File: src/hdl/bss_pkg.sv
`timescale 1ns / 1ps
// Package for the bar section sequencer: widths, register indexes, item types,
// divider request and response types and the sequencer state type. No dependencies.
package bss_pkg;

  localparam int MAX_SECTIONS   = 12;
  localparam int SLOTS_PER_WORD = 6;
  localparam int FRAC_BITS      = 8;
  localparam int SLOT_W         = 10;
  localparam int SPB_W          = 30;
  localparam int WORD_W         = 60;
  localparam int CFG_DATA_W     = 60;
  localparam int CFG_IDX_W      = 3;
  localparam int SAMP_W         = 16;
  localparam int DIV_W          = 31;
  localparam int DIV_CNT_W      = 5;
  localparam int SEC_W          = 4;
  localparam int BARS_W         = 7;
  localparam int BIC_W          = 6;
  localparam int KIND_W         = 3;
  localparam int TOTAL_W        = 32;
  localparam int FORM_W         = 10;

  localparam logic [CFG_IDX_W-1:0] REG_SAMPLES_PER_BAR    = 3'd0;
  localparam logic [CFG_IDX_W-1:0] REG_SECTION_COUNT      = 3'd1;
  localparam logic [CFG_IDX_W-1:0] REG_SECTION_WORDS_LOW  = 3'd2;
  localparam logic [CFG_IDX_W-1:0] REG_SECTION_WORDS_HIGH = 3'd3;
  localparam logic [CFG_IDX_W-1:0] REG_LOOP_ENABLE        = 3'd4;

  localparam logic KIND_ADVANCE = 1'b0;
  localparam logic KIND_RESTART = 1'b1;

  typedef struct packed {
    logic              kind;
    logic [SAMP_W-1:0] num_samples;
  } in_item_t;

  typedef struct packed {
    logic [SEC_W-1:0]   section_index;
    logic [KIND_W-1:0]  section_kind;
    logic [BARS_W-1:0]  bars_in_section;
    logic [BIC_W-1:0]   bars_elapsed;
    logic [TOTAL_W-1:0] global_bars;
    logic               last_bar;
    logic               done_res;
  } out_item_t;

  typedef struct packed {
    logic             start;
    logic [DIV_W-1:0] dividend;
    logic [SPB_W-1:0] divisor;
  } div_req_t;

  typedef struct packed {
    logic             done;
    logic [DIV_W-1:0] quotient;
    logic [SPB_W-1:0] remainder;
  } div_rsp_t;

  typedef enum logic [2:0] {
    ST_IDLE,
    ST_DIV,
    ST_STEP,
    ST_SKIP,
    ST_FIN
  } state_t;

endpackage

File: src/hdl/bss_divider.sv
`timescale 1ns / 1ps
// Restoring unsigned divider, one quotient bit per cycle.
// Depends on bss_pkg for widths and the request and response types.
module bss_divider (
  input  logic              clk,
  input  logic              rst,
  input  bss_pkg::div_req_t req,
  output bss_pkg::div_rsp_t rsp
);
  import bss_pkg::*;

  logic                 busy;
  logic                 done;
  logic [DIV_CNT_W-1:0] cnt;
  logic [DIV_W-1:0]     quo;
  logic [SPB_W-1:0]     rmd;
  logic [SPB_W-1:0]     dsr;
  logic [DIV_W-1:0]     trial;
  logic [DIV_W-1:0]     diff;
  logic                 ge;

  assign trial = {rmd, quo[DIV_W-1]};
  assign ge    = trial >= {1'b0, dsr};
  assign diff  = trial - {1'b0, dsr};

  always_ff @(posedge clk) begin
    if (rst) begin
      busy <= 1'b0;
      done <= 1'b0;
      cnt  <= '0;
    end else begin
      done <= 1'b0;
      if (req.start) begin
        busy <= 1'b1;
        cnt  <= '0;
      end else if (busy) begin
        if (cnt == DIV_CNT_W'(DIV_W - 1)) begin
          busy <= 1'b0;
          done <= 1'b1;
        end else begin
          cnt <= cnt + 1'b1;
        end
      end
    end
  end

  always_ff @(posedge clk) begin
    if (req.start) begin
      quo <= req.dividend;
      rmd <= '0;
      dsr <= req.divisor;
    end else if (busy) begin
      quo <= {quo[DIV_W-2:0], ge};
      rmd <= ge ? diff[SPB_W-1:0] : trial[SPB_W-1:0];
    end
  end

  assign rsp.done      = done;
  assign rsp.quotient  = quo;
  assign rsp.remainder = rmd;

endmodule

File: src/hdl/bar_section_sequencer.sv
`timescale 1ns / 1ps
// Top level of the bar section sequencer: configuration registers, section table lookup
// and the sequencer. Depends on bss_pkg and bss_divider.
//
// An advance item first divides its accumulated samples by the samples per bar, then walks
// the bars one stretch per step inside each section, and divides again each time whole
// looped forms are skipped. Restart items, and items that change nothing, go straight to
// their result. After a result is loaded, the next item can be taken in the following cycle.
// The shared restoring divider makes 31 steps, both for the bar count and for the form
// skip. One item is worked on at a time. Its result waits in an output register, so the
// next item can be taken while that result is still pending.
module bar_section_sequencer (
  input  logic                              clk,
  input  logic                              rst,
  input  logic                              cfg_wr_en,
  input  logic [bss_pkg::CFG_IDX_W-1:0]     cfg_index,
  input  logic [bss_pkg::CFG_DATA_W-1:0]    cfg_wr_data,
  input  logic                              in_valid,
  output logic                              in_ready,
  input  bss_pkg::in_item_t                 in_data,
  output logic                              out_valid,
  input  logic                              out_ready,
  output bss_pkg::out_item_t                out_data
);
  import bss_pkg::*;

  logic [SPB_W-1:0]  samples_per_bar;
  logic [SEC_W-1:0]  section_count;
  logic [WORD_W-1:0] section_words_low;
  logic [WORD_W-1:0] section_words_high;
  logic              loop_enable;

  state_t             state, state_next;
  logic [SPB_W-1:0]   acc, acc_next;
  logic [SEC_W-1:0]   sec, sec_next;
  logic [BIC_W-1:0]   bic, bic_next;
  logic [TOTAL_W-1:0] total, total_next;
  logic               finished, finished_next;
  logic [DIV_W-1:0]   rem, rem_next;
  logic [FORM_W-1:0]  form_len, form_len_next;
  logic [SEC_W-1:0]   fl_idx, fl_idx_next;
  out_item_t          out_next;
  logic               out_load;

  div_req_t div_req;
  div_rsp_t div_rsp;

  logic [SLOT_W-1:0] slots [MAX_SECTIONS];
  logic [SEC_W-1:0]  eff_count;
  logic [SLOT_W-1:0] cur_slot, fl_slot;
  logic              cur_in;
  logic [BARS_W-1:0] cur_bars, fl_bars;
  logic [KIND_W-1:0] cur_kind;
  logic [DIV_W-1:0]  acc_sum;
  logic [BARS_W-1:0] chunk_raw, chunk, bic_sum;
  logic [SEC_W-1:0]  sec_inc;
  logic              do_skip;

  always_ff @(posedge clk) begin
    if (rst) begin
      samples_per_bar    <= '0;
      section_count      <= '0;
      section_words_low  <= '0;
      section_words_high <= '0;
      loop_enable        <= 1'b0;
    end else if (cfg_wr_en) begin
      unique case (cfg_index)
        REG_SAMPLES_PER_BAR:    samples_per_bar    <= cfg_wr_data[SPB_W-1:0];
        REG_SECTION_COUNT:      section_count      <= cfg_wr_data[SEC_W-1:0];
        REG_SECTION_WORDS_LOW:  section_words_low  <= cfg_wr_data[WORD_W-1:0];
        REG_SECTION_WORDS_HIGH: section_words_high <= cfg_wr_data[WORD_W-1:0];
        REG_LOOP_ENABLE:        loop_enable        <= cfg_wr_data[0];
        default: ;
      endcase
    end
  end

  always_comb begin
    for (int k = 0; k < MAX_SECTIONS; k++) begin
      if (k < SLOTS_PER_WORD) begin
        slots[k] = section_words_low[k*SLOT_W +: SLOT_W];
      end else begin
        slots[k] = section_words_high[(k-SLOTS_PER_WORD)*SLOT_W +: SLOT_W];
      end
    end
  end

  assign eff_count = (section_count > SEC_W'(MAX_SECTIONS)) ? SEC_W'(MAX_SECTIONS)
                                                           : section_count;

  assign cur_slot = (sec < SEC_W'(MAX_SECTIONS)) ? slots[sec] : '0;
  assign cur_in   = sec < eff_count;
  assign cur_bars = cur_in ? BARS_W'(cur_slot[5:0]) + 1'b1 : BARS_W'(8);
  assign cur_kind = cur_in ? cur_slot[8:6] : '0;

  assign fl_slot = (fl_idx < SEC_W'(MAX_SECTIONS)) ? slots[fl_idx] : '0;
  assign fl_bars = BARS_W'(fl_slot[5:0]) + 1'b1;

  assign acc_sum = DIV_W'(acc) + (DIV_W'(in_data.num_samples) << FRAC_BITS);

  assign chunk_raw = (cur_bars > BARS_W'(bic)) ? cur_bars - BARS_W'(bic) : BARS_W'(1);
  assign chunk     = (rem < DIV_W'(chunk_raw)) ? rem[BARS_W-1:0] : chunk_raw;
  assign bic_sum   = BARS_W'(bic) + chunk;
  assign sec_inc   = sec + 1'b1;
  assign do_skip   = loop_enable && (sec == '0) && (bic == '0) && (rem >= DIV_W'(form_len));

  assign in_ready = (state == ST_IDLE);
  assign out_load = (state == ST_FIN) && (!out_valid || out_ready);

  always_comb begin
    state_next       = state;
    acc_next         = acc;
    sec_next         = sec;
    bic_next         = bic;
    total_next       = total;
    finished_next    = finished;
    rem_next         = rem;
    form_len_next    = form_len;
    fl_idx_next      = fl_idx;
    div_req.start    = 1'b0;
    div_req.dividend = acc_sum;
    div_req.divisor  = samples_per_bar;

    unique case (state)
      ST_IDLE: begin
        if (in_valid) begin
          if (in_data.kind == KIND_RESTART) begin
            acc_next      = '0;
            sec_next      = '0;
            bic_next      = '0;
            total_next    = '0;
            finished_next = 1'b0;
            state_next    = ST_FIN;
          end else if (eff_count == '0 || finished || samples_per_bar == '0) begin
            state_next = ST_FIN;
          end else begin
            div_req.start = 1'b1;
            form_len_next = '0;
            fl_idx_next   = '0;
            state_next    = ST_DIV;
          end
        end
      end
      ST_DIV: begin
        if (fl_idx < eff_count) begin
          form_len_next = form_len + FORM_W'(fl_bars);
          fl_idx_next   = fl_idx + 1'b1;
        end
        if (div_rsp.done) begin
          acc_next   = div_rsp.remainder;
          rem_next   = div_rsp.quotient;
          state_next = ST_STEP;
        end
      end
      ST_STEP: begin
        if (rem == '0) begin
          state_next = ST_FIN;
        end else if (do_skip) begin
          div_req.start    = 1'b1;
          div_req.dividend = rem;
          div_req.divisor  = SPB_W'(form_len);
          state_next       = ST_SKIP;
        end else begin
          rem_next   = rem - DIV_W'(chunk);
          total_next = total + TOTAL_W'(chunk);
          if (bic_sum >= cur_bars) begin
            bic_next = '0;
            if (sec_inc >= eff_count) begin
              if (loop_enable) begin
                sec_next = '0;
              end else begin
                sec_next      = sec_inc;
                finished_next = 1'b1;
                state_next    = ST_FIN;
              end
            end else begin
              sec_next = sec_inc;
            end
          end else begin
            bic_next = bic_sum[BIC_W-1:0];
          end
        end
      end
      ST_SKIP: begin
        if (div_rsp.done) begin
          total_next = total + TOTAL_W'(rem - DIV_W'(div_rsp.remainder));
          rem_next   = DIV_W'(div_rsp.remainder);
          state_next = ST_STEP;
        end
      end
      ST_FIN: begin
        if (out_load) begin
          state_next = ST_IDLE;
        end
      end
      default: state_next = ST_IDLE;
    endcase
  end

  always_comb begin
    out_next.section_index   = sec;
    out_next.section_kind    = cur_kind;
    out_next.bars_in_section = cur_bars;
    out_next.bars_elapsed    = bic;
    out_next.global_bars     = total;
    out_next.last_bar        = (BARS_W'(bic) + 1'b1) == cur_bars;
    out_next.done_res        = finished;
  end

  always_ff @(posedge clk) begin
    if (rst) begin
      state     <= ST_IDLE;
      acc       <= '0;
      sec       <= '0;
      bic       <= '0;
      total     <= '0;
      finished  <= 1'b0;
      out_valid <= 1'b0;
    end else begin
      state    <= state_next;
      acc      <= acc_next;
      sec      <= sec_next;
      bic      <= bic_next;
      total    <= total_next;
      finished <= finished_next;
      if (out_load) begin
        out_valid <= 1'b1;
      end else if (out_ready) begin
        out_valid <= 1'b0;
      end
    end
  end

  always_ff @(posedge clk) begin
    rem      <= rem_next;
    form_len <= form_len_next;
    fl_idx   <= fl_idx_next;
    if (out_load) begin
      out_data <= out_next;
    end
  end

  bss_divider u_divider (
    .clk (clk),
    .rst (rst),
    .req (div_req),
    .rsp (div_rsp)
  );

endmodule
File: config.mk
export PLATFORM = sky130hd
export DESIGN_NAME = bar_section_sequencer
export DESIGN_NICKNAME = d
export VERILOG_FILES = /design/src/hdl/bss_pkg.sv /design/src/hdl/bss_divider.sv /design/src/hdl/bar_section_sequencer.sv
export SDC_FILE = /design/constraint.sdc
export NUM_CORES = 1
export LEC_CHECK = 0
export BUFFER_PORTS_ARGS = -buffer_cell sky130_fd_sc_hd__clkbuf_2
export CAP_MARGIN = 20
export CELL_PAD_IN_SITES_DETAIL_PLACEMENT = 2
export CELL_PAD_IN_SITES_GLOBAL_PLACEMENT = 2
export CORE_MARGIN = 2
export CORE_UTILIZATION = 25
export CTS_CLUSTER_SIZE = 40
export DETAILED_ROUTE_END_ITERATION = 8
export PLACE_DENSITY = 0.68
export SYNTH_ARGS = -nofsm -noshare
export SYNTH_HDL_FRONTEND = slang
export SYNTH_SLANG_ARGS = --single-unit
File: constraint.sdc
create_clock -name clk -period 23.5 [get_ports clk]
set_input_delay 3.525 -clock clk [delete_from_list [all_inputs] [get_ports clk]]
set_output_delay 3.525 -clock clk [all_outputs]
set_load 0.005 [all_outputs]
---- After elaboration in Yosys (flattened, before gate mapping) ----
Index checks and enable logic that the tools add are counted.
word-level totals
  register bits after elaboration ......... 429
operators by class
  add/subtract/negate cells ............... 15
  magnitude comparators ................... 13
  equality and inequality tests ........... 27
  muxes and demuxes ....................... 86
  bitwise logic cells ..................... 4
  reductions and logical operators ........ 39
operator list
  operator                                 count
  2-to-1 mux 31 bit                        6
  2-to-1 mux 32 bit                        5
  2-to-1 mux 62 bit                        2
  2-to-1 mux 30 bit                        4
  case mux 32 bit (3 select lines)         1
  case mux 31 bit (3 select lines)         1
  binary-select mux 10 bit (select 4 bit)  2
  2-to-1 mux 61 bit                        1
  case mux 30 bit (2 select lines)         1
  2-to-1 mux 6 bit                         9
  2-to-1 mux 4 bit                         12
  2-to-1 mux 10 bit                        4
  adder 32 bit                             1
  adder 32 x 7 -> 32 bit                   1
  subtractor 31 x 30 -> 32 bit             1
  adder 30 x 24 -> 31 bit                  1
  >= comparator 31 x 10 -> 1 bit           1
  >= comparator 31 x 30 -> 1 bit           1
  logical NOT 31 bit                       1
  < comparator 31 x 7 -> 1 bit             1
  subtractor 31 x 7 -> 31 bit              1
  logical NOT 30 bit                       1
  2-to-1 mux 3 bit                         10
  subtractor 30 bit                        1
  other kinds (46)                         115

---- Longest topological paths before layout ----
Gate-level depths: netlist of run 1.
  depth in word-level cells ............... 17
  mapped depth ............................ 42
  depth with buffers taken out ............ 41

---- Cells and area by module ----
From an unflattened synthesis of run 1, not the netlist that was laid out.
second synthesis, totals
  cell total of the unflattened synthesis .. 3,019
  area, all modules ....................... 26,211.4 µm²
by module, submodules not included
  module                 times used  cells each  area each (µm²)  seq. area each (µm²)
  bar_section_sequencer  1           2,458       20,648.6         7,377.1
  bss_divider            1           561         5,562.8          2,572.5

---- Worst setup path after synthesis of run 1 ----
Ideal clock, no wire load.
  path type ............................... register -> register
  start point ............................. register sec[0]
  end point ............................... register bic[1]
  setup time .............................. 79 ps
  arrival ................................. 7,792 ps
  data required time ...................... 23,421 ps
  path slack .............................. 15,628 ps
  cell stages (with the launch flop) ...... 41
  buffers on the path ..................... 3
  period minus slack after synthesis ...... 7,872 ps
  path through ............................ dfxtp_1 > buf_4 > mux4_2 > a22oi_1 > nand2_1 > ha_1 > xor2_1 > nand2_1 > inv_1 > ha_1 > o21ai_0 > nand2b_1 > a21oi_1 > maj3_2 > o31a_4 > nor3_1 > inv_1 > ha_1 > [... 5 more ...] > buf_2 > a21oi_1 > ha_1 > inv_1 > fa_1 > inv_1 > ha_1 > a21o_1 > a21oi_1 > nor2b_1 > o21ai_0 > nand2b_1 > maj3_2 > a211oi_2 > nor2_2 > or2_1 > buf_2 > a211oi_2
on the way
  word-level cells in the longest chain between the ends .. 17
  elaborated cells on any way between the ends .. 26
  classes of those cells .................. 3 x add/sub; 5 x order compare; 1 x eq/ne; 11 x mux; 1 x bitwise; 5 x reduce/logical
ends and longest elaborated chain
  item                                                                      RTL line                      source
  start, declared                                                           bar_section_sequencer.sv:35   logic [SEC_W-1:0] sec, sec_next;
  start signal, assigned                                                    bar_section_sequencer.sv:222  sec <= sec_next;
  NOT 4 -> 5 bit (not written as such)                                      bar_section_sequencer.sv:91   assign cur_slot = (sec < SEC_W'(MAX_SECTIONS)) ? slots[sec] : '0;
  binary-select mux 10 bit (select 4 bit)                                   bar_section_sequencer.sv:91
  2-to-1 mux 9 bit (not written as such) (2 in series)                      bar_section_sequencer.sv:91
  2-to-1 mux 6 bit                                                          bar_section_sequencer.sv:91
  adder 6 x 1 -> 7 bit                                                      bar_section_sequencer.sv:93   assign cur_bars = cur_in ? BARS_W'(cur_slot[5:0]) + 1'b1 : BARS_W'(8);
  2-to-1 mux 7 bit (*)                                                      bar_section_sequencer.sv:93
  net cur_bars[2]                                                           bar_section_sequencer.sv:52   logic [BARS_W-1:0] cur_bars, fl_bars;
  subtractor 7 x 6 -> 7 bit or > comparator 7 x 6 -> 1 bit (tied branches)  bar_section_sequencer.sv:101  assign chunk_raw = (cur_bars > BARS_W'(bic)) ? cur_bars - BARS_W'(bic) : BARS_W'(1);
  2-to-1 mux 7 bit                                                          bar_section_sequencer.sv:101
  < comparator 31 x 7 -> 1 bit                                              bar_section_sequencer.sv:102  assign chunk = (rem < DIV_W'(chunk_raw)) ? rem[BARS_W-1:0] : chunk_raw;
  2-to-1 mux 7 bit                                                          bar_section_sequencer.sv:102
  adder 6 x 7 -> 7 bit                                                      bar_section_sequencer.sv:103  assign bic_sum = BARS_W'(bic) + chunk;
  >= comparator 7 bit                                                       bar_section_sequencer.sv:166  if (bic_sum >= cur_bars) begin
  2-to-1 mux 6 bit (*)                                                      bar_section_sequencer.sv:166
  2-to-1 mux 6 bit (*)                                                      bar_section_sequencer.sv:158  end else if (do_skip) begin
  2-to-1 mux 6 bit (*)                                                      bar_section_sequencer.sv:156  if (rem == '0) begin
  case mux 6 bit (2 select lines) (*)                                       bar_section_sequencer.sv:124  unique case (state)
  end signal, assigned                                                      bar_section_sequencer.sv:223  bic <= bic_next;
  end, declared                                                             bar_section_sequencer.sv:36   logic [BIC_W-1:0] bic, bic_next;
Mark *: on every way through the listed nets, which the timed path passes. The rest lies on a longest branch. The select of a mux whose other input is x is not followed.
A chain may end at the register's enable or synchronous reset.

---- Worst setup path after layout of run 1 ----
  start point ............................. register sec[0]
  end point ............................... register rem[30] (data pin)
on the way
  word-level cells in the longest chain between the ends .. 15
  elaborated cells on any way between the ends .. 18
  classes of those cells .................. 3 x add/sub; 4 x order compare; 10 x mux; 1 x bitwise
ends and longest elaborated chain
  item                                                                      RTL line                      source
  NOT 4 -> 5 bit (not written as such)                                      bar_section_sequencer.sv:91
  binary-select mux 10 bit (select 4 bit)                                   bar_section_sequencer.sv:91
  2-to-1 mux 9 bit (not written as such) (2 in series)                      bar_section_sequencer.sv:91
  2-to-1 mux 6 bit                                                          bar_section_sequencer.sv:91
  adder 6 x 1 -> 7 bit                                                      bar_section_sequencer.sv:93
  2-to-1 mux 7 bit (*)                                                      bar_section_sequencer.sv:93
  net cur_bars[2]                                                           bar_section_sequencer.sv:52
  subtractor 7 x 6 -> 7 bit or > comparator 7 x 6 -> 1 bit (tied branches)  bar_section_sequencer.sv:101
  2-to-1 mux 7 bit (*)                                                      bar_section_sequencer.sv:101
  < comparator 31 x 7 -> 1 bit                                              bar_section_sequencer.sv:102
  2-to-1 mux 7 bit (*)                                                      bar_section_sequencer.sv:102
  subtractor 31 x 7 -> 31 bit (*)                                           bar_section_sequencer.sv:164  rem_next = rem - DIV_W'(chunk);
  2-to-1 mux 31 bit (*)                                                     bar_section_sequencer.sv:158
  2-to-1 mux 31 bit (*)                                                     bar_section_sequencer.sv:156
  case mux 31 bit (3 select lines) (*)                                      bar_section_sequencer.sv:124
  net rem_next[30]                                                          bar_section_sequencer.sv:39   logic [DIV_W-1:0] rem, rem_next;
  end signal, assigned                                                      bar_section_sequencer.sv:235  rem <= rem_next;
  end, declared                                                             bar_section_sequencer.sv:39
Marks and branches as above.

==> results of run 1 <==
==> power groups by stage <==
stage	Combinational, mW	Sequential (mW)	Clock [mW]
after CTS	0.799	0.899	0.869
after floorplan	0.575	0.852	0
after global routing	0.895	0.905	0.897
after global placement	0.772	0.913	0
after detailed placement	0.792	0.915	0
final	0.793	0.898	0.848
==> final timing paths <==
path / startpoint / end
hold / removal: total[21]$_SDFFE_PP0P_ / out_data[23]$_DFFE_PP_
hold reg to reg: total[21]$_SDFFE_PP0P_ / out_data[23]$_DFFE_PP_
setup / recovery: sec[0]$_SDFFE_PP0P_ / rem[30]$_DFFE_PP_
setup reg to reg: sec[0]$_SDFFE_PP0P_ / rem[30]$_DFFE_PP_
==> worst max-delay path: cells and delay by family (launching register included) <==
family / cells / cell delay, ns
fa+ha+maj: 5 / 1.64
flops: 1 / 0.31
buf+inv: 4 / 0.94
xor+xnor: 2 / 0.43
compound gates: 12 / 3.65
simple gates: 9 / 2.21
mux: 1 / 0.60
==> cells in the final DEF (no fill, tap or decap), drive strengths merged, types with 90 or more instances in the layout <==
cell,Yosys,layout
a21oi,358,358
o21ai,171,171
ha,152,152
clkbuf,125,210
inv,238,240
nand2,425,425
xnor2,90,90
edfxtp,160,160
dfxtp,257,257
nor2,193,193
==> metal layers <==
layer  share of wire  vias to the layer above  wire [um]  track usage
met5        0.000093                        -          9            0
met4           0.020                        2       1950       0.0433
met3           0.027                      104       2610       0.0203
met2            0.49                      301      47200        0.311
met1            0.46                    11400      44900        0.236
li1                -                    10600          -            -
==> cell type report <==
class | count | share of cell area
clock buffers | 74 | 0.0520
well taps | 1368 | 0.0576
clock inverters | 22 | 0.00788
multi-input cells | 2151 | 0.484
inverters | 238 | 0.0301
flip-flops and latches | 417 | 0.335
repair buffers | 175 | 0.0332
diodes | 2 | 0.000169
==> logic make-up (layout without fill, tap and decap cells) <==
| kind of cell | after synthesis | in the layout | synth area share |
|---|---|---|---|
| AND/OR/NAND/NOR | 938 | 938 | 0.165 |
| AO/OA/AOI/OAI | 808 | 808 | 0.191 |
| flip-flops | 417 | 417 | 0.387 |
| buffers and inverters | 381 | 509 | 0.0568 |
| adder cells (fa/ha/maj) | 192 | 192 | 0.104 |
| XOR/XNOR | 126 | 126 | 0.0430 |
| multiplexers | 87 | 87 | 0.0533 |
| other | 0 | 2 | 0 |
==> metrics by stage <==
| stage | setup slack [ns] | cell area, um^2 | hold WS (ns) |
|---|---|---|---|
| floorplan | 15.63 | 25700 | 0.408 |
| global placement | 13.55 | 27900 | 0.423 |
| detailed placement | 13.39 | 27900 | 0.432 |
| CTS | 13.23 | 29700 | 0.445 |
| global route | 12.52 | 29700 | 0.452 |
| finish | 13.37 | 29700 | 0.440 |
==> sequential cells by signal (all words and copies together), names as in the netlist <==
| register | flops |
|---|---|
| u_divider.rmd | 30 |
| section_words_high | 54 |
| samples_per_bar | 30 |
| total | 32 |
| sec | 4 |
| out_data | 54 |
| bic | 6 |
| form_len | 10 |
| u_divider.busy | 1 |
| u_divider.done | 1 |
| section_words_low | 54 |
| loop_enable | 1 |
| u_divider.quo | 31 |
| finished | 1 |
| acc | 30 |
| u_divider.cnt | 5 |
| u_divider.dsr | 30 |
| rem | 31 |
| fl_idx | 4 |
| section_count | 4 |
| out_valid | 1 |
| state | 3 |
==> flow_metrics.py, run 1 <==
metrics = {
    "synth": {
        "postSynth.topFlopCell": "sky130_fd_sc_hd__dfxtp_1",
        "netlist.top_cell.by_area": "sky130_fd_sc_hd__dfxtp_1",
        "synth_cell_types": 91,
        "postSynthCellCount": 2949,
        "synth.avg_cell_area_um2": 8.71,
        "synth_cell_count_leaders": "425 x sky130_fd_sc_hd__nand2_1, 356 x sky130_fd_sc_hd__a21oi_1, 257 x sky130_fd_sc_hd__dfxtp_1",
        "ys_seq_elements": 417,
        "synth.net_count": 3223,
        "proportion_of_synthesized_flip_flops_having_asynchronous_set_or_reset": 0,
        "yosysSeqAreaShare": 0.387,
        "synthesis.yosys.warnings": 0,
        "yosysMostFrequentCell": "sky130_fd_sc_hd__nand2_1",
        "post_synth_instance_area_um2": 25700,
        "synthTopCellsByArea": "sky130_fd_sc_hd__dfxtp_1 20%, sky130_fd_sc_hd__edfxtp_1 19%, sky130_fd_sc_hd__ha_1 7.4%",
        "synth-edff-count": 160,
        "synthDominantCellAreaShare": 0.200,
    },
    "worst_setup_path": {
        "worstPathMaxFanout": 42,
        "crit_path_max_incr_delay_ns": 0.60,
        "cpMaxStageDelayCell": "sky130_fd_sc_hd__mux4_2",
        "critical_path.startpoint_type": "flop",
        "path_common_cell": "sky130_fd_sc_hd__o21ai_0",
        "worstPathArrival_ns": 10.46,
        "critPathCaptureType": "flop",
        "crit_required_ns": 23.83,
        "reg2reg_depth": 33,
        "crit_path_class": "flop to flop",
        "reg2reg_setup_slack_ns": 13.37,
    },
    "sta": {
        "setup_viol_count_final": 0,
        "fin_tns_setup_ns": 0,
        "hold_violations": 0,
        "relative_max_transition_margin": 0.260,
        "crit_share_post_route": 0.431,
        "worst-slew-pin-transition_ns": 1.11,
        "rsz0062_at_grt": "no",
        "finClkSkew_ns": 0.0309,
        "final.min_clock_period_ns": 10.13,
        "pins_over_slew_limit": 0,
        "timing.fmax_mhz": 98.7,
    },
    "outcome": {
        "status": "completed",
    },
    "pwr": {
        "cellLeakagePower_nw": 11.7,
        "power.net_switching_mw": 0.919,
        "p_seq_frac": 0.354,
        "p_per_area_nw_per_um2": 85.5,
        "power.ir.vdd_worst_v": 0.0000526,
        "total_power_mw": 2.54,
        "sw_frac_of_total": 0.362,
        "clkPwrFrac": 0.334,
        "intPower_mw": 1.62,
        "power.share.combinational": 0.312,
    },
    "finish": {
        "fillerInstances": 11700,
        "multi_input_comb_area_um2": 14400,
        "layout.area.seq_um2": 9950,
        "finish.net_count": 3308,
        "final_util": 0.291,
        "layout.cells.non_filler": 4447,
        "drive_gt1_frac": 0.113,
        "area_growth_syn_to_layout_pct": 15.6,
    },
    "placement": {
        "hpwl_um": 71100,
        "gp_routability_congestion": 0.825,
        "place.detailed.instances": 4348,
        "count_of_input_and_output_buffers": 137,
    },
    "die": {
        "number_of_primary_i_o_pins": 141,
        "standard_cell_row_count": 117,
        "die_w_um": 325,
        "floorplan.die_area_um2": 105000,
        "floorplan.die.height_um": 325,
        "floorplan.initialDensity": 0.252,
        "placeable_area_um2": 102000,
    },
    "clock_network": {
        "cts-buffers-inserted": 51,
        "postCtsHoldBufs": 0,
        "clock_sink_count": 417,
        "clock_latency_ns": 0.64,
        "max-clock-path-buffers": 3,
        "cts-root-buf": "sky130_fd_sc_hd__clkbuf_16",
        "post_cts_buffers": 0,
        "clk_transition_reported_paths_ns": 0.06,
        "post_cts.resized_instances": 0,
        "cts_tree": "built",
        "number_of_levels_the_h_tree_was_split_into": 2,
    },
    "global_route": {
        "grt_remaining_overflow": 0,
        "grt_start_max_net_pins": 81,
        "global_route_wire_length_before_repair_um": 147000,
        "grtUsageTotal": 0.179,
        "number_of_antenna_violations_at_the_first_check_in_global_routing": 3,
        "grt_pass1_vias": 23600,
    },
    "routing": {
        "drtIter0Drc": 1194,
        "vias_per_cell": 5.03,
        "vias": 22400,
        "post_route_ant_nets": 0,
        "finalWirelength_um": 96700,
        "detail_route.drc_violations": 0,
        "post_drt_wl_per_cell_um": 21.7,
        "detailedRoute.firstPassIterationCount": 5,
    },
    "min_path": {
        "worstHoldPathType": "flop to flop",
        "whs_path_depth": 0,
    },
    "run": {
        "max_cap_viol_count": 0,
    },
}
Power figures use the tool's default switching activity.
==> run 2, diff against run 1 <==
PLACE_DENSITY = 0.7   (was 0.68)
clock period = 8.4 ns   (was 23.5 ns; I/O delays follow)
==> flow_metrics.py, run 2 (synthesized netlist as in run 1, its figures left out) <==
metrics = {
    "pwr": {
        "sw_frac_of_total": 0.365,
        "power.ir.vdd_worst_v": 0.000146,
        "power.net_switching_mw": 2.60,
        "p_per_area_nw_per_um2": 235,
        "clkPwrFrac": 0.328,
        "power.share.combinational": 0.318,
        "p_seq_frac": 0.354,
        "cellLeakagePower_nw": 12.0,
        "intPower_mw": 4.52,
    },
    "worst_setup_path": {
        "cp_num_buf_inv": 8,
        "path_delay_family": "adder cells",
        "crit_path_class": "flop to flop",
        "path_common_cell": "sky130_fd_sc_hd__ha_1",
        "crit_required_ns": 8.86,
        "cpMaxStageDelayCell": "sky130_fd_sc_hd__mux4_2",
        "reg2reg_setup_slack_ns": 0.42,
        "crit_path_max_incr_delay_ns": 0.51,
        "reg2reg_depth": 39,
        "critical_path.startpoint_type": "flop",
        "worstPathArrival_ns": 8.44,
        "critPathCaptureType": "flop",
        "crit_cells": 39,
        "worstPathMaxFanout": 5,
    },
    "global_route": {
        "use_met2": 0.310,
        "grt_remaining_overflow": 0,
        "met1_usage": 0.239,
        "grt_util_met3": 0.0202,
        "grtUsageTotal": 0.180,
        "global_route_wire_length_before_repair_um": 150000,
        "global_route.peak_usage_layer": "met2",
        "grt_start_max_net_pins": 185,
        "grt_pass1_vias": 24300,
        "number_of_antenna_violations_at_the_first_check_in_global_routing": 5,
    },
    "sta": {
        "timing.fmax_mhz": 125,
        "fin_hold_ws_ns": 0.448,
        "hold_violations": 0,
        "setup_viol_count_final": 0,
        "final_critical_path_setup_slack_ns": 0.419,
        "final.min_clock_period_ns": 7.98,
        "crit_share_post_route": 0.950,
        "pins_over_slew_limit": 0,
        "relative_max_transition_margin": 0.294,
        "finClkSkew_ns": 0.0306,
        "worst-slew-pin-transition_ns": 1.06,
    },
    "clock_network": {
        "clk_transition_reported_paths_ns": 0.06,
        "cts_tree": "built",
        "cts-root-buf": "sky130_fd_sc_hd__clkbuf_16",
        "number_of_levels_the_h_tree_was_split_into": 2,
        "clock_sink_count": 417,
        "cts-buffers-inserted": 52,
        "clock_latency_ns": 0.64,
        "max-clock-path-buffers": 3,
    },
    "die": {
        "floorplan.die.height_um": 325,
        "die_w_um": 325,
        "floorplan.die_area_um2": 105000,
        "number_of_primary_i_o_pins": 141,
        "floorplan.initialDensity": 0.252,
        "standard_cell_row_count": 117,
        "placeable_area_um2": 102000,
    },
    "placement": {
        "place_ws_ns": -0.104,
        "hpwl_um": 71900,
        "detailed_place.area_um2": 28300,
        "place.detailed.instances": 4394,
        "gp_routability_congestion": 0.813,
        "count_of_input_and_output_buffers": 137,
    },
    "finish": {
        "multi_input_comb_area_um2": 14500,
        "final_area_um2": 30300,
        "top_regs": "out_data (54), section_words_high (54), section_words_low (54)",
        "drive_gt1_frac": 0.135,
        "area_growth_syn_to_layout_pct": 17.8,
        "finish.net_count": 3359,
        "final_common_cell": "sky130_fd_sc_hd__nand2_1",
        "final_util": 0.297,
        "layout.cells.non_filler": 4499,
        "fillerInstances": 11700,
        "final_cell_mix": "421 x sky130_fd_sc_hd__nand2_1, 354 x sky130_fd_sc_hd__a21oi_1, 254 x sky130_fd_sc_hd__dfxtp_1",
        "layout.area.seq_um2": 9960,
    },
    "routing": {
        "post_route_ant_nets": 0,
        "vias": 22700,
        "post_drt_wl_per_cell_um": 21.7,
        "detail_route.drc_violations": 0,
        "detailedRoute.firstPassIterationCount": 5,
        "drtIter0Drc": 1065,
        "vias_per_cell": 5.04,
        "finalWirelength_um": 97700,
    },
    "run": {
        "max_cap_viol_count": 0,
    },
    "min_path": {
        "whs_path_depth": 0,
        "worstHoldPathType": "flop to flop",
    },
    "outcome": {
        "status": "completed",
    },
}
-- run 2: final timing paths --
path                            end                    from
min reg2reg  out_data[23]$_DFFE_PP_  total[21]$_SDFFE_PP0P_
min          out_data[23]$_DFFE_PP_  total[21]$_SDFFE_PP0P_
max reg2reg   state[0]$_SDFFE_PP0P_     sec[0]$_SDFFE_PP0P_
max           state[0]$_SDFFE_PP0P_     sec[0]$_SDFFE_PP0P_
-- run 2: power groups by stage --
| stage | clock network (mW) | logic (mW) | registers [mW] |
|---|---|---|---|
| final | 2.33 | 2.26 | 2.52 |
| after global routing | 2.47 | 2.54 | 2.53 |
| after global placement | 0 | 2.18 | 2.55 |
| after CTS | 2.40 | 2.26 | 2.51 |
| after floorplan | 0 | 1.61 | 2.38 |
| after detailed placement | 0 | 2.24 | 2.56 |
-- run 2: layout make-up --
cell class                 instances  share of cell area
clock inverter                    23             0.00682
inverter                         238              0.0295
clock buffer                      75              0.0514
multi-input combinational       2151               0.478
antenna                            2            0.000165
sequential                       417               0.329
timing repair buffer             225              0.0479
tap                             1368              0.0566
-- run 2: routing by layer --
metal,share of wire,up-vias
li1,-,10700
met1,0.46,11500
met4,0.025,2
met5,0.00016,-
met2,0.49,364
met3,0.031,131
-- run 2: repair_timing --
item,in CTS,in global routing
hold buffers,0,0
resized for setup,7,40
setup buffers,2,2
endpoints found under the setup margin,19,53
pin swaps,1,9
cloned,0,0
-- run 2: metrics by stage --
step / TNS (ns) / power, mW
2_1_floorplan: 0 / 3.99
3_3_place_gp: 0 / 4.73
3_5_place_dp: -0.314 / 4.80
4_1_cts: 0 / 7.17
5_1_grt: -0.129 / 7.54
6_report: 0 / 7.11
-- run 2: worst reg2reg max path: cells and delay by family, from the launching register on --
kind / cells / cell delay (ns)
buffers and inverters: 8 / 0.87
flip-flops: 1 / 0.41
XOR/XNOR: 1 / 0.16
AO/OA/AOI/OAI: 12 / 2.33
AND/OR/NAND/NOR: 9 / 1.13
adder cells (fa/ha/maj): 8 / 2.39
multiplexers: 1 / 0.51
==> run 3, diff against run 2 <==
HOLD_SLACK_MARGIN = 0.02   (was default)
PLACE_DENSITY = default   (was 0.7)
PLACE_DENSITY_LB_ADDON = 0.1   (was default)
==> flow_metrics.py, run 3 (synthesized netlist as in run 1, its figures left out) <==
metrics = {
    "outcome": {
        "status": "completed",
    },
    "finish": {
        "finish.net_count": 3390,
        "layout.cells.non_filler": 4533,
        "top_regs": "out_data (54), section_words_high (54), section_words_low (54)",
        "drive_gt1_frac": 0.149,
        "final_util": 0.301,
        "final_cell_mix": "421 x sky130_fd_sc_hd__nand2_1, 352 x sky130_fd_sc_hd__a21oi_1, 254 x sky130_fd_sc_hd__dfxtp_1",
        "final_common_cell": "sky130_fd_sc_hd__nand2_1",
        "area_growth_syn_to_layout_pct": 19.2,
        "final_area_um2": 30600,
    },
    "die": {
        "floorplan.die_area_um2": 105000,
        "placeable_area_um2": 102000,
        "number_of_primary_i_o_pins": 141,
        "floorplan.die.height_um": 325,
        "floorplan.initialDensity": 0.252,
        "die_w_um": 325,
        "standard_cell_row_count": 117,
    },
    "worst_setup_path": {
        "reg2reg_from": "sec[0]$_SDFFE_PP0P_",
        "crit_path_class": "flop to flop",
        "worstPathMaxFanout": 10,
        "crit_path_max_incr_delay_ns": 0.52,
        "worstPathArrival_ns": 8.52,
        "path_common_cell": "sky130_fd_sc_hd__buf_4",
        "cp_num_buf_inv": 7,
        "reg2reg_setup_slack_ns": 0.44,
        "cpMaxStageDelayCell": "sky130_fd_sc_hd__mux4_2",
        "critical_path.startpoint_type": "flop",
        "critPathCaptureType": "flop",
        "path_delay_family": "adder cells",
        "crit_required_ns": 8.96,
        "worst_setup_path_startpoint": "sec[0]$_SDFFE_PP0P_",
    },
    "pwr": {
        "sw_frac_of_total": 0.370,
        "clkPwrFrac": 0.336,
        "cellLeakagePower_nw": 12.1,
        "power.share.combinational": 0.319,
        "power.ir.vdd_worst_v": 0.000156,
        "intPower_mw": 4.62,
        "power.net_switching_mw": 2.71,
        "p_per_area_nw_per_um2": 240,
        "p_seq_frac": 0.345,
    },
    "sta": {
        "timing.fmax_mhz": 126,
        "finClkSkew_ns": 0.0274,
        "final.min_clock_period_ns": 7.96,
        "setup_viol_count_final": 0,
        "rsz0062_at_grt": "no",
        "relative_max_transition_margin": 0.310,
        "crit_share_post_route": 0.948,
        "pins_over_slew_limit": 0,
        "hold_violations": 0,
        "worst-slew-pin-transition_ns": 1.03,
    },
    "global_route": {
        "grt_util_met3": 0.0220,
        "global_route_wire_length_before_repair_um": 160000,
        "grt_start_max_net_pins": 74,
        "use_met2": 0.344,
        "grt_remaining_overflow": 0,
        "global_route.peak_usage_layer": "met2",
        "grtUsageTotal": 0.195,
        "grt_pass1_vias": 25100,
        "number_of_antenna_violations_at_the_first_check_in_global_routing": 4,
        "met1_usage": 0.253,
    },
    "routing": {
        "post_drt_wl_per_cell_um": 23.0,
        "detail_route.drc_violations": 0,
        "vias": 22700,
        "drtIter0Drc": 885,
        "detailedRoute.firstPassIterationCount": 5,
        "post_route_ant_nets": 0,
        "vias_per_cell": 5.01,
        "finalWirelength_um": 104000,
    },
    "placement": {
        "count_of_input_and_output_buffers": 137,
        "place.detailed.instances": 4420,
        "hpwl_um": 77900,
        "detailed_place.area_um2": 28500,
        "gp_routability_congestion": 0.808,
    },
    "run": {
        "max_cap_viol_count": 0,
    },
    "clock_network": {
        "max-clock-path-buffers": 3,
        "clock_latency_ns": 0.66,
        "cts-root-buf": "sky130_fd_sc_hd__clkbuf_16",
        "clk_transition_reported_paths_ns": 0.06,
        "postCtsHoldBufs": 0,
        "number_of_levels_the_h_tree_was_split_into": 2,
        "cts_tree": "built",
        "clock_sink_count": 417,
        "cts-buffers-inserted": 56,
    },
    "min_path": {
        "worstHoldPathType": "flop to flop",
        "min-delay-start": "acc[0]$_SDFFE_PP0P_",
    },
}
-- run 3: stage by stage --
stage               TNS (ns)  power [mW]  setup slack, ns  hold slack [ns]
floorplan                  0        3.99            0.528            0.408
global placement     -0.0973        4.81          -0.0379            0.439
detailed placement     -2.45        4.90           -0.261            0.448
CTS                        0        7.44          0.00470            0.460
global route               0        7.81           0.0301            0.480
finish                     0        7.34            0.437            0.458
-- run 3: repair_timing --
item,CTS,global route
hold endpoints to repair,0,0
buffers inserted,0,5
resized for setup,14,44
gates cloned,1,0
endpoints found under the setup margin,34,54
pin swaps,0,12
-- run 3: per-layer routing --
layer / wire length, um / share of wire / vias to the layer above
met3: 2600 / 0.025 / 126
met2: 51200 / 0.49 / 289
met1: 47700 / 0.46 / 11500
met5: 63 / 0.00061 / -
met4: 2460 / 0.024 / 8
li1: - / - / 10700
-- run 3: final cells by class --
| class | instances | area [um^2] |
|---|---|---|
| fillers | 11500 | 71300 |
| multi-input cells | 2151 | 14600 |
| flip-flops and latches | 417 | 9960 |
| well taps | 1368 | 1710 |
| repair buffers | 252 | 1630 |
| clock buffers | 77 | 1600 |
| inverters | 238 | 893 |
| clock inverters | 29 | 275 |
| diodes | 1 | 2.50 |
-- run 3: final timing paths --
check	depth (start not counted)	endpoint
setup / recovery	33	bic[1]$_SDFFE_PP0P_
hold / removal	2	acc[0]$_SDFFE_PP0P_
setup reg to reg	33	bic[1]$_SDFFE_PP0P_
hold reg to reg	2	acc[0]$_SDFFE_PP0P_
-- run 3: tightest hold or removal path: cells and delay by family (launching register included) --
family,cells,cell delay [ns]
flip-flops,1,0.31
AO/OA/AOI/OAI,1,0.05
AND/OR/NAND/NOR,1,0.05
-- run 3: power by group through the flow --
stage               clock network, mW  registers [mW]  logic, mW
floorplan                           0            2.38       1.61
global placement                    0            2.57       2.24
detailed placement                  0            2.58       2.32
CTS                              2.56            2.54       2.34
global route                     2.62            2.55       2.64
finish                           2.47            2.53       2.34
